### src/rtl/sentinel_sequence_stripper_unit_defines.svh
// Assertion macros shared by the stripper RTL.
// SSS_ASSERT_NOW: consequent checked in the same cycle as the antecedent.
// SSS_ASSERT_NEXT: consequent checked in the cycle after the antecedent.
`ifndef SENTINEL_SEQUENCE_STRIPPER_UNIT_DEFINES_SVH
`define SENTINEL_SEQUENCE_STRIPPER_UNIT_DEFINES_SVH

`ifndef SYNTH
`define SSS_ASSERT_NOW(lbl, clk, rst_n, ante, cons, msg) \
    lbl: assert property (@(posedge clk) disable iff (!rst_n) (ante) |-> (cons)) \
        else $error(msg);
`define SSS_ASSERT_NEXT(lbl, clk, rst_n, ante, cons, msg) \
    lbl: assert property (@(posedge clk) disable iff (!rst_n) (ante) |=> (cons)) \
        else $error(msg);
`else
`define SSS_ASSERT_NOW(lbl, clk, rst_n, ante, cons, msg)
`define SSS_ASSERT_NEXT(lbl, clk, rst_n, ante, cons, msg)
`endif

`endif

### src/rtl/sss_pkg.sv
package sss_pkg;

    localparam int BYTE_W     = 8;
    localparam int CNT_W      = 3;
    localparam int APB_DATA_W = 32;
    localparam int APB_ADDR_W = 3;
    localparam int REG_IDX_W  = APB_ADDR_W - 2;

    localparam logic [CNT_W-1:0]     PAT_LEN   = 3'd4;
    localparam logic [BYTE_W-1:0]    PAT_EVEN  = 8'hFE;
    localparam logic [BYTE_W-1:0]    PAT_ODD   = 8'hFD;
    localparam logic [BYTE_W-1:0]    CODE_RISE = 8'h01;
    localparam logic [BYTE_W-1:0]    CODE_FALL = 8'h02;
    localparam logic [REG_IDX_W-1:0] REG_EVT_EN = 1'b0;

    typedef enum logic [1:0] {
        TAIL_NONE  = 2'b00,
        TAIL_DATA  = 2'b01,
        TAIL_EVENT = 2'b10
    } t_tail;

    // Sentinel alternates FE, FD, FE, FD.
    function automatic logic [BYTE_W-1:0] pat_byte(input logic odd);
        return odd ? PAT_ODD : PAT_EVEN;
    endfunction

endpackage

### src/rtl/sss_in_if.sv
interface sss_in_if import sss_pkg::*; ();
    logic              valid;
    logic              ready;
    logic [BYTE_W-1:0] in_byte;

    modport source (output valid, output in_byte, input ready);
    modport sink   (input valid, input in_byte, output ready);
endinterface

### src/rtl/sss_out_if.sv
interface sss_out_if import sss_pkg::*; ();
    logic              valid;
    logic              ready;
    logic [BYTE_W-1:0] out_byte;
    logic              is_event;
    logic              event_rising;
    logic              last;

    modport source (output valid, output out_byte, output is_event, output event_rising,
                    output last, input ready);
    modport sink   (input valid, input out_byte, input is_event, input event_rising,
                    input last, output ready);
endinterface

### src/rtl/sentinel_sequence_stripper_unit.sv
// An accepted item is written into the job register; its results move from there into the
//   output register one at a time.
// Throughput: one item per cycle while each item yields at most one result and the output
//   is not stalled; an item that flushes a held prefix holds the job register for its up to 5 results.
// Reset (i_rst_n, synchronous, active low): match count, event enable and all valid
//   flags clear; payload registers are left as they are.
`include "sentinel_sequence_stripper_unit_defines.svh"

module sentinel_sequence_stripper_unit import sss_pkg::*; (
    input  logic                  i_clk,
    input  logic                  i_rst_n,
    sss_in_if.sink                i_in,
    sss_out_if.source             o_out,
    input  logic                  psel,
    input  logic                  penable,
    input  logic                  pwrite,
    input  logic [APB_ADDR_W-1:0] paddr,
    input  logic [APB_DATA_W-1:0] pwdata,
    output logic [APB_DATA_W-1:0] prdata,
    output logic                  pready
);

    // ------------------------------------------------------------------
    // Configuration register
    // ------------------------------------------------------------------
    logic r_evt_en, n_evt_en;
    logic cfg_wr, cfg_hit;

    assign pready  = 1'b1;
    assign cfg_hit = (paddr[APB_ADDR_W-1:2] == REG_EVT_EN);
    assign cfg_wr  = psel && penable && pwrite && pready;

    always_comb begin
        n_evt_en = r_evt_en;
        if (cfg_wr && cfg_hit) begin
            n_evt_en = pwdata[0];
        end
    end

    assign prdata = cfg_hit ? {{(APB_DATA_W-1){1'b0}}, r_evt_en} : '0;

    // ------------------------------------------------------------------
    // Registers
    // ------------------------------------------------------------------
    // Match state: how much of FE FD FE FD has been seen. Held bytes are
    // always the pattern prefix, so the count alone stands in for them.
    logic [CNT_W-1:0]  r_match_count, n_match_count;

    // Job register: the results still owed by one accepted item.
    // r_pre_left pattern bytes go out first, then the tail (data or event).
    logic              r_job_valid, n_job_valid;
    logic [CNT_W-1:0]  r_pre_left, n_pre_left;
    logic              r_pre_odd, n_pre_odd;
    t_tail             r_tail, n_tail;
    logic [BYTE_W-1:0] r_byte, n_byte;
    logic              r_rising, n_rising;

    // Output register.
    logic              r_out_valid, n_out_valid;
    logic [BYTE_W-1:0] r_out_byte, n_out_byte;
    logic              r_out_event, n_out_event;
    logic              r_out_rising, n_out_rising;
    logic              r_out_last, n_out_last;

    // ------------------------------------------------------------------
    // Handshake control
    // ------------------------------------------------------------------
    logic job_fire, job_last, job_done, in_fire;

    // Move one result from the job into the output register whenever the
    // output register is empty or being taken this cycle.
    assign job_fire = r_job_valid && (!r_out_valid || o_out.ready);
    assign job_last = (r_pre_left == '0) ||
                      ((r_pre_left == CNT_W'(1)) && (r_tail == TAIL_NONE));
    assign job_done = job_fire && job_last;

    // Take a new item when the job register is free or empties this cycle.
    assign i_in.ready = !r_job_valid || job_done;
    assign in_fire    = i_in.valid && i_in.ready;

    // ------------------------------------------------------------------
    // Decode of the incoming byte against the match state
    // ------------------------------------------------------------------
    logic [BYTE_W-1:0] b;
    logic [CNT_W-1:0]  acc_pre;
    t_tail             acc_tail;
    logic [CNT_W-1:0]  acc_count;
    logic              acc_has;
    logic              full_match;
    logic              is_code;

    assign b          = i_in.in_byte;
    assign full_match = (r_match_count >= PAT_LEN);
    assign is_code    = (b == CODE_RISE) || (b == CODE_FALL);

    always_comb begin
        acc_pre   = '0;
        acc_tail  = TAIL_NONE;
        acc_count = '0;
        if (!full_match) begin
            if (b == pat_byte(r_match_count[0])) begin
                // Extend the match; hold the byte.
                acc_count = r_match_count + CNT_W'(1);
            end else begin
                // Mismatch: release the held prefix.
                acc_pre = r_match_count;
                if (b == PAT_EVEN) begin
                    acc_count = CNT_W'(1);
                end else begin
                    acc_tail = TAIL_DATA;
                end
            end
        end else begin
            if (is_code) begin
                // Swallow the sentinel; report it only when enabled.
                acc_tail = r_evt_en ? TAIL_EVENT : TAIL_NONE;
            end else begin
                // Not a code: flush the whole pattern and the byte; even FE
                // does not restart a match here.
                acc_pre  = PAT_LEN;
                acc_tail = TAIL_DATA;
            end
        end
    end

    assign acc_has = (acc_pre != '0) || (acc_tail != TAIL_NONE);

    // ------------------------------------------------------------------
    // Next-state logic
    // ------------------------------------------------------------------
    always_comb begin
        n_match_count = r_match_count;
        n_job_valid   = r_job_valid;
        n_pre_left    = r_pre_left;
        n_pre_odd     = r_pre_odd;
        n_tail        = r_tail;
        n_byte        = r_byte;
        n_rising      = r_rising;

        if (job_done) begin
            n_job_valid = 1'b0;
        end else if (job_fire) begin
            // Advance through the prefix.
            n_pre_left = r_pre_left - CNT_W'(1);
            n_pre_odd  = !r_pre_odd;
        end

        if (in_fire) begin
            n_match_count = acc_count;
            // Items that yield nothing never enter the job register.
            n_job_valid   = acc_has;
            n_pre_left    = acc_pre;
            n_pre_odd     = 1'b0;
            n_tail        = acc_tail;
            n_byte        = b;
            n_rising      = (b == CODE_RISE);
        end
    end

    always_comb begin
        n_out_valid  = r_out_valid;
        n_out_byte   = r_out_byte;
        n_out_event  = r_out_event;
        n_out_rising = r_out_rising;
        n_out_last   = r_out_last;

        if (r_out_valid && o_out.ready) begin
            n_out_valid = 1'b0;
        end

        if (job_fire) begin
            n_out_valid = 1'b1;
            n_out_last  = job_last;
            if (r_pre_left != '0) begin
                n_out_byte   = pat_byte(r_pre_odd);
                n_out_event  = 1'b0;
                n_out_rising = 1'b0;
            end else begin
                case (r_tail)
                    TAIL_EVENT: begin
                        n_out_byte   = '0;
                        n_out_event  = 1'b1;
                        n_out_rising = r_rising;
                    end
                    default: begin
                        n_out_byte   = r_byte;
                        n_out_event  = 1'b0;
                        n_out_rising = 1'b0;
                    end
                endcase
            end
        end
    end

    // ------------------------------------------------------------------
    // Flops
    // ------------------------------------------------------------------
    always_ff @(posedge i_clk) begin
        if (!i_rst_n) begin
            r_evt_en      <= 1'b0;
            r_match_count <= '0;
            r_job_valid   <= 1'b0;
            r_out_valid   <= 1'b0;
        end else begin
            r_evt_en      <= n_evt_en;
            r_match_count <= n_match_count;
            r_job_valid   <= n_job_valid;
            r_out_valid   <= n_out_valid;
        end
    end

    always_ff @(posedge i_clk) begin
        r_pre_left   <= n_pre_left;
        r_pre_odd    <= n_pre_odd;
        r_tail       <= n_tail;
        r_byte       <= n_byte;
        r_rising     <= n_rising;
        r_out_byte   <= n_out_byte;
        r_out_event  <= n_out_event;
        r_out_rising <= n_out_rising;
        r_out_last   <= n_out_last;
    end

    assign o_out.valid        = r_out_valid;
    assign o_out.out_byte     = r_out_byte;
    assign o_out.is_event     = r_out_event;
    assign o_out.event_rising = r_out_rising;
    assign o_out.last         = r_out_last;

    // ------------------------------------------------------------------
    // Assertions
    // ------------------------------------------------------------------
    `SSS_ASSERT_NOW(a_count_range, i_clk, i_rst_n, 1'b1,
        r_match_count <= PAT_LEN, "match count above pattern length")
    `SSS_ASSERT_NOW(a_job_nonempty, i_clk, i_rst_n, r_job_valid,
        (r_pre_left != '0) || (r_tail != TAIL_NONE), "job register holds no result")
    `SSS_ASSERT_NOW(a_prefix_range, i_clk, i_rst_n, r_job_valid,
        r_pre_left <= PAT_LEN, "prefix count above pattern length")
    `SSS_ASSERT_NOW(a_event_shape, i_clk, i_rst_n, r_out_valid && r_out_event,
        r_out_last && (r_out_byte == '0), "event result not last or carries data")
    `SSS_ASSERT_NEXT(a_event_job, i_clk, i_rst_n, in_fire && full_match && is_code && r_evt_en,
        r_job_valid && (r_tail == TAIL_EVENT) && (r_pre_left == '0),
        "reported sentinel did not queue an event")

endmodule

### src/flat_wrapper.sv
// flat-port wrapper written by rule: the top's interface ports become plain ports
module sentinel_sequence_stripper_unit_flat import sss_pkg::*;
  (i_clk, i_rst_n, psel, penable, pwrite, paddr, pwdata, prdata, pready, i_in_valid, i_in_in_byte, i_in_ready, o_out_valid, o_out_out_byte, o_out_is_event, o_out_event_rising, o_out_last, o_out_ready);
  sss_in_if i_in_i ();
  sss_out_if o_out_i ();
  input  logic i_clk;
  input  logic i_rst_n;
  input  logic psel;
  input  logic penable;
  input  logic pwrite;
  input  logic [APB_ADDR_W-1:0] paddr;
  input  logic [APB_DATA_W-1:0] pwdata;
  output logic [APB_DATA_W-1:0] prdata;
  output logic pready;
  input wire logic [$bits(i_in_i.valid)-1:0] i_in_valid;
  input wire logic [$bits(i_in_i.in_byte)-1:0] i_in_in_byte;
  output wire logic [$bits(i_in_i.ready)-1:0] i_in_ready;
  output wire logic [$bits(o_out_i.valid)-1:0] o_out_valid;
  output wire logic [$bits(o_out_i.out_byte)-1:0] o_out_out_byte;
  output wire logic [$bits(o_out_i.is_event)-1:0] o_out_is_event;
  output wire logic [$bits(o_out_i.event_rising)-1:0] o_out_event_rising;
  output wire logic [$bits(o_out_i.last)-1:0] o_out_last;
  input wire logic [$bits(o_out_i.ready)-1:0] o_out_ready;
  assign i_in_i.valid = i_in_valid;
  assign i_in_i.in_byte = i_in_in_byte;
  assign i_in_ready = i_in_i.ready;
  assign o_out_valid = o_out_i.valid;
  assign o_out_out_byte = o_out_i.out_byte;
  assign o_out_is_event = o_out_i.is_event;
  assign o_out_event_rising = o_out_i.event_rising;
  assign o_out_last = o_out_i.last;
  assign o_out_i.ready = o_out_ready;
  sentinel_sequence_stripper_unit u_core (.i_clk(i_clk), .i_rst_n(i_rst_n), .i_in(i_in_i), .o_out(o_out_i), .psel(psel), .penable(penable), .pwrite(pwrite), .paddr(paddr), .pwdata(pwdata), .prdata(prdata), .pready(pready));
endmodule
### config.mk
export PLATFORM = sky130hd
export DESIGN_NAME = sentinel_sequence_stripper_unit_flat
export DESIGN_NICKNAME = d
export VERILOG_FILES = /design/src/rtl/sss_pkg.sv /design/src/rtl/sss_in_if.sv /design/src/rtl/sss_out_if.sv /design/src/rtl/sentinel_sequence_stripper_unit.sv /design/src/flat_wrapper.sv
export VERILOG_INCLUDE_DIRS = /design/src /design/src/rtl
export SDC_FILE = /design/constraint.sdc
export NUM_CORES = 1
export LEC_CHECK = 0
export ABC_AREA = 1
export BUFFER_PORTS_ARGS = -buffer_cell sky130_fd_sc_hd__buf_2
export CAP_MARGIN = 20
export CORE_MARGIN = 1
export CORE_UTILIZATION = 35
export CTS_CLUSTER_SIZE = 28
export DETAILED_ROUTE_END_ITERATION = 7
export GPL_ROUTABILITY_DRIVEN = 0
export PLACE_DENSITY = 0.66
export SLEW_MARGIN = 20
export SYNTH_ARGS = -nofsm -noshare
export SYNTH_HDL_FRONTEND = slang
export SYNTH_SLANG_ARGS = --single-unit
### constraint.sdc
create_clock -name i_clk -period 1.93 [get_ports i_clk]
set_clock_uncertainty 0.15 [all_clocks]
set_input_delay 0.386 -clock i_clk [delete_from_list [all_inputs] [get_ports i_clk]]
set_output_delay 0.386 -clock i_clk [all_outputs]
set_load 0.02 [all_outputs]
==> results by group, run 1 <==
Status
  – Status: finished, final reports clean

Timing
  – Final hold violations: 0
  – Fin crit share: 99.93%
  – WHS: 0.1605 ns
  – Min cycle time layout: 1.929 ns
  – Slew Limit Fails: 0
  – # setup viols final: 0
  – RSZ-0062 raised after global routing: yes
  – Fmax: 518.5 MHz

GRT
  – Largest net degree at the start of global routing: 16
  – Vias in the first global route: 981
  – Initial antenna violation count: 0
  – First-pass GRT wire length: 4112 µm
  – Congestion Overflow GR: 0
  – Gr usage total: 10.38%

Synth
  – Post-Syn Instances: 178
  – Synthesis warning total: 0
  – Count of cell types in the netlist: 28
  – Synth Area per Inst: 9.623 µm²
  – Asr flop ratio synth: 0%
  – Synthesized cell area: 1713 µm²
  – EDFF count, synth: 25
  – Sequential fraction of the synthesis area: 52.01%
  – Ys flop type: edfxtp_1
  – Yosys reg bits: 32

Drt
  – DRT Wirelength: 2609 µm
  – Vias per std cell: 3.976
  – DRT antenna net count: 0
  – Number of remaining DRC errors: 0
  – Routed vias: 1153
  – Mean routed wirelength per cell: 8.997 µm
  – DRT iter0 DRCs: 61
  – DR pass1 iterations: 4

Placement
  – Post-DP HPWL: 1946 µm
  – Dpl cell area: 1854 µm²
  – # port buffers: 30

Pwr
  – Tot Pwr: 0.001849 W
  – Peak supply drop: 0.0003020 V
  – Pwr Density: 894.4 nW/µm²
  – Leakage: 0.9161 nW

Finish
  – ANT cells: 0
  – Finished Cell Area: 2067 µm²
  – Area Overhead vs Synth: 20.67%
  – Final nets: 277
  – Layout cells sized above 1: 26.91%

Clocking
  – Clock slew at reported path FFs: 0.06 ns
  – Cts bufs inserted: 5
  – Max H-tree Level: 2
  – Root buf cell: clkbuf_8
  – CTS sink count: 32
  – Clock latency at the later pin of the worst-skew pair: 0.27 ns
  – Worst-case clock buffer depth: 2
  – CTS tree: done

Die
  – Die ar.: 5178 µm²
  – Io pins: 96
  – Starting density of the core: 36.26%
  – Row Count: 25
  – Die H: 71.96 µm
  – Core Area: 4723 µm²
  – Die W: 71.96 µm

Critical path
  – Kind of critical path: register to output pin
  – Arrival @ worst endpoint: 1.39 ns
  – Register-to-register setup slack: 0.03 ns
  – Setup crit end kind: output pin
  – Worst path required time: 1.39 ns
  – Crit path launch type: register
  – R2R depth: 9
  – Critical-path maximum fanout: 2

Min path
  – Min-delay worst type: input port to register
  – Hold Path Stages: 1

Flow run
  – Maxcap violations: 0
## cell families (layout without fill, tap and decap cells)
family / count (synthesis) / count (layout) / share of synthesized area, %
adder cells (fa/ha/maj): 5 / 5 / 3.652
XOR/XNOR: 2 / 2 / 1.023
buffers and inverters: 54 / 69 / 18.85
AND/OR/NAND/NOR: 65 / 65 / 16.36
other: 2 / 32 / 0.4384
AO/OA/AOI/OAI: 18 / 18 / 7.671
flip-flops: 32 / 32 / 52.01
## layout make-up
| cell class | count | area (µm²) |
|---|---|---|
| fillers | 463 | 2656 |
| flip-flops and latches | 32 | 890.9 |
| multi-input cells | 122 | 661.9 |
| repair buffers | 39 | 240.2 |
| well taps | 67 | 83.83 |
| inverters | 22 | 82.58 |
| clock buffers | 6 | 72.57 |
| clock inverters | 2 | 35.03 |
## flip-flops by register name, summed over array words and instances, names as in the netlist
| register | count |
|---|---|
| u_core.o_out.valid | 1 |
| u_core.r_match_count | 3 |
| u_core.r_rising | 1 |
| u_core.r_pre_left | 3 |
| u_core.r_evt_en | 1 |
| u_core.r_job_valid | 1 |
| u_core.r_tail | 2 |
| u_core.o_out.last | 1 |
| u_core.o_out.event_rising | 1 |
| u_core.o_out.out_byte | 8 |
| u_core.o_out.is_event | 1 |
| u_core.r_byte | 8 |
| u_core.r_pre_odd | 1 |
## critical path, stage by stage (launching register included)
cell and delay, ns:
edfxtp_1 0.40, inv_2 0.10, buf_6 0.11, ha_4 0.11, nand2_2 0.06, o21ai_4 0.07
nand2_2 0.08, nand2_2 0.08, buf_6 0.11
## cells in the final DEF, fill, tap and decap left out, drive strengths merged
master	instances
a31oi	1
xnor2	1
o311a	1
dfxtp	7
a21boi	1
nand3	14
a21oi	6
nor2	9
buf	39
clkinv	4
nor3	2
or2	1
and3	1
conb	32
clkbuf	6
nand2	37
inv	19
o211ai	1
edfxtp	25
ha	5
o21ai	8
nor3b	1
bufinv	1
xor2	1
## layer usage
metal	global-route usage (%)	vias up	share of wire, %
met4	5.882	0	1.1
met3	2.500	2	4.2
met2	18.24	33	53
met1	11.53	516	41
li1	-	602	-
met5	0	-	0
## timing repair
| item | CTS | global route |
|---|---|---|
| resized for setup | 11 | 3 |
| setup buffers | 4 | 2 |
| hold buffers | 0 | 0 |
| setup endpoints to repair | 1 | 17 |
| pin swaps | 4 | 3 |
| cloned | 0 | 0 |
## final timing paths
path | to | startpoint
worst max-delay path | i_in_ready | u_core.r_pre_left[1]
worst max register to register | u_core.r_byte[3] | u_core.r_pre_left[1]
worst min-delay path | u_core.r_byte[2] | i_in_in_byte[2]
worst min register to register | u_core.o_out.out_byte[5] | u_core.r_byte[5]
## cell usage after synthesis, types with 2 or more instances
cell | count | area (µm²)
conb_1 | 2 | 7.510
clkinv_1 | 3 | 11.26
ha_1 | 5 | 62.56
inv_1 | 19 | 71.32
nand3_1 | 13 | 65.06
dfxtp_1 | 7 | 140.1
edfxtp_1 | 25 | 750.7
a21oi_1 | 4 | 20.02
nor3_1 | 2 | 10.01
o21ai_0 | 6 | 30.03
buf_4 | 32 | 240.2
nand2_1 | 36 | 135.1
nor2_1 | 9 | 33.78
## where the power goes
group	internal, W	leakage, nW	switching [W]
Clock	0.000383	0.0552	0.000231
Combinational	0.000137	0.575	0.000243
Sequential	0.000824	0.286	0.0000304
## through the flow
stage | TNS [ns] | utilization [%] | instances | setup slack (ns)
2_1_floorplan | 0 | - | 208 | 0.08051
5_1_grt | -0.7919 | 43.76 | 290 | -0.08589
3_5_place_dp | 0 | 39.26 | 276 | 0.05443
6_report | 0 | 43.76 | 290 | 0.001428
3_3_place_gp | 0 | 39.26 | 276 | 0.1105
4_1_cts | -0.02163 | 43.05 | 288 | -0.02163
Note: power is estimated with default switching activity, not from simulation.
==> run 2, diff against run 1 <==
--- a/config.mk
+++ b/config.mk
@@ -10,11 +10,11 @@
 export BUFFER_PORTS_ARGS = -buffer_cell sky130_fd_sc_hd__buf_2
 export CAP_MARGIN = 20
 export CORE_MARGIN = 1
-export CORE_UTILIZATION = 35
+export CORE_UTILIZATION = 43
 export CTS_CLUSTER_SIZE = 28
 export DETAILED_ROUTE_END_ITERATION = 7
 export GPL_ROUTABILITY_DRIVEN = 0
-export PLACE_DENSITY = 0.66
+export PLACE_DENSITY = 0.76
 export SLEW_MARGIN = 20
 export SYNTH_ARGS = -nofsm -noshare
 export SYNTH_HDL_FRONTEND = slang
==> constraint.sdc (replaced) <==
create_clock -name i_clk -period 2.3 [get_ports i_clk]
set_clock_uncertainty 0.15 [all_clocks]
set_input_delay 0.46 -clock i_clk [delete_from_list [all_inputs] [get_ports i_clk]]
set_output_delay 0.46 -clock i_clk [all_outputs]
set_load 0.02 [all_outputs]
==> results by group, run 2 (same netlist as run 1, synthesis figures left out) <==
GRT
  – Gr usage total: 13.55% (was 10.38%)
  – Vias in the first global route: 988 (was 981)
  – Largest net degree at the start of global routing: 21 (was 16)
  – Initial antenna violation count: 0 (unchanged)
  – First-pass GRT wire length: 4291 µm (was 4112 µm)
  – Congestion Overflow GR: 0 (unchanged)

Critical path
  – CP max-delay cell: edfxtp_1 (unchanged)
  – Setup crit end kind: output pin (unchanged)
  – Crit path launch type: register (unchanged)
  – Critical-path cell list: inv_2 > ha_1 > nand3_1 > o21ai_2 > nand2_2 > nand2_1 > buf_4 (was inv_2 > buf_6 > ha_4 > nand2_2 > o21ai_4 > nand2_2 > nand2_2 > buf_6)
  – Critical-path maximum fanout: 3 (was 2)
  – CP peak stage delay: 0.38 ns (was 0.40 ns)
  – Delay-heaviest family, CP: flip-flops (unchanged)
  – Worst path required time: 1.69 ns (was 1.39 ns)
  – Kind of critical path: register to output pin (unchanged)
  – Arrival @ worst endpoint: 1.58 ns (was 1.39 ns)
  – Buf/Inv on CP: 2 (was 3)

Clocking
  – CTS tree: done (unchanged)
  – Max H-tree Level: 2 (unchanged)
  – CTS sink count: 32 (unchanged)
  – Worst-case clock buffer depth: 2 (unchanged)
  – Cts bufs inserted: 5 (unchanged)
  – Clock slew at reported path FFs: 0.06 ns (about the same)
  – Hold buffer count at cts: 0 (unchanged)
  – Clock latency at the later pin of the worst-skew pair: 0.28 ns (was 0.27 ns)
  – Root buf cell: clkbuf_8 (unchanged)

Drt
  – DRT iter0 DRCs: 41 (was 61)
  – Routed vias: 1139 (was 1153)
  – Detail Route met3 WL: 131 µm (was 110 µm)
  – DRT antenna net count: 0 (unchanged)
  – DR pass1 iterations: 4 (unchanged)
  – Met1 wire length: 1036 µm (was 1077 µm)
  – Number of remaining DRC errors: 0 (unchanged)
  – DRT Wirelength: 2611 µm (was 2609 µm)
  – Metal2 WL: 1381 µm (was 1392 µm)
  – Top sig layer: met4 (unchanged)
  – Mean routed wirelength per cell: 9.890 µm (was 8.997 µm)
  – Vias per std cell: 4.314 (was 3.976)

Finish
  – Sequential Area: 890.9 µm² (unchanged)
  – Area Overhead vs Synth: 12.13% (was 20.67%)
  – Commonest non-fill, non-tap cell in the layout: nand2_1 (unchanged)
  – Area of the multi-input gates: 611.8 µm² (was 661.9 µm²)
  – ANT cells: 0 (unchanged)
  – Layout cells sized above 1: 21.76% (was 26.91%)
  – Final nets: 270 (was 277)
  – Commonest cells after routing, fill and taps aside: nand2_1 (36), conb_1 (32), buf_2 (29) (was nand2_1 (34), conb_1 (32), buf_2 (29))
  – Fill cell count: 361 (was 463)

Timing
  – Fin crit share: 95.06%
  – # setup viols final: 0 (unchanged)
  – Slew Limit Fails: 0 (unchanged)
  – Final WS setup: 0.1137 ns (was 0.001428 ns)
  – Fmax: 457.4 MHz
  – Setup TNS: 0 ns (unchanged)
  – RSZ-0062 raised after global routing: no (was yes)
  – Min cycle time layout: 2.186 ns
  – Final hold violations: 0 (unchanged)

Die
  – Io pins: 96 (unchanged)
  – Row Count: 22 (was 25)
  – Core Area: 3744 µm² (was 4723 µm²)
  – Die ar.: 4240 µm² (was 5178 µm²)
  – Die W: 65.12 µm (was 71.96 µm)
  – Starting density of the core: 45.76% (was 36.26%)
  – Die H: 65.12 µm (was 71.96 µm)

Pwr
  – Pwr Density: 773.6 nW/µm² (was 894.4 nW/µm²)
  – Leakage: 0.8749 nW (was 0.9161 nW)
  – Peak supply drop: 0.0003317 V (was 0.0003020 V)

Placement
  – Post-DP HPWL: 2026 µm (was 1946 µm)
  – Dpl ws: 0.3702 ns (was 0.05443 ns)
  – # port buffers: 30 (unchanged)

Min path
  – Min-delay worst type: input port to register (unchanged)

Flow run
  – Maxcap violations: 0 (unchanged)

Status
  – Status: finished, final reports clean (unchanged)
## run 2: cell types whose count changed in the layout (fill, tap and decap cells not counted)
cell / previous run / this run
nand2_1: 34 / 36
nand2_2: 3 / 1
o21ai_2: 0 / 1
buf_4: 7 / 3
ha_4: 2 / 0
nand3_4: 1 / 0
buf_12: 1 / 0
inv_2: 2 / 1
ha_1: 3 / 5
inv_1: 17 / 18
nand3_1: 12 / 13
buf_6: 2 / 0
o21ai_4: 1 / 0
## run 2: power by group
part | switching (W) | total [W] | internal [W]
Combinational | 0.000182 | 0.000258 | 0.0000768
Sequential | 0.0000246 | 0.000716 | 0.000691
Clock | 0.000190 | 0.000511 | 0.000321
## run 2: area by class of cell
class	count	area share, %
repair buffers	32	8.730
clock buffers	6	3.779
clock inverters	2	1.824
inverters	22	4.300
flip-flops and latches	32	46.38
multi-input cells	122	31.86
well taps	48	3.127
## run 2: through the flow
step           utilization (%)  hold WS [ns]  area (µm²)  cells  power [W]
4_1_cts                  51.24        0.2199        1918    264   0.001495
3_3_place_gp             48.36        0.3453        1810    256  0.0009725
5_1_grt                  51.30        0.2185        1921    264   0.001554
6_report                 51.30        0.2249        1921    264   0.001486
3_5_place_dp             48.36        0.3479        1810    256  0.0009835
2_1_floorplan                -        0.3374        1826    208  0.0009532
## run 2: path summary, 6_finish.rpt
path                        start                  endpoint  slack (ns)  cells past startpoint
min reg2reg      u_core.r_byte[6]  u_core.o_out.out_byte[6]        0.37                      2
max          u_core.r_pre_left[1]                i_in_ready        0.11                      7
max reg2reg  u_core.r_pre_left[1]      u_core.r_pre_left[2]        0.36                      8
min               i_in_in_byte[2]          u_core.r_byte[2]        0.22                      1
## run 2: per-layer routing
metal / GRT usage [%] / up-vias
li1: - / 589
met1: 14.75 / 511
met2: 23.83 / 33
met3: 3.472 / 6
met4: 7.609 / 0
met5: 0 / -
## run 2: repair_timing
item,4_1_cts,5_1_grt
resized for setup,0,2
setup endpoints to repair,0,1
setup buffers,0,0
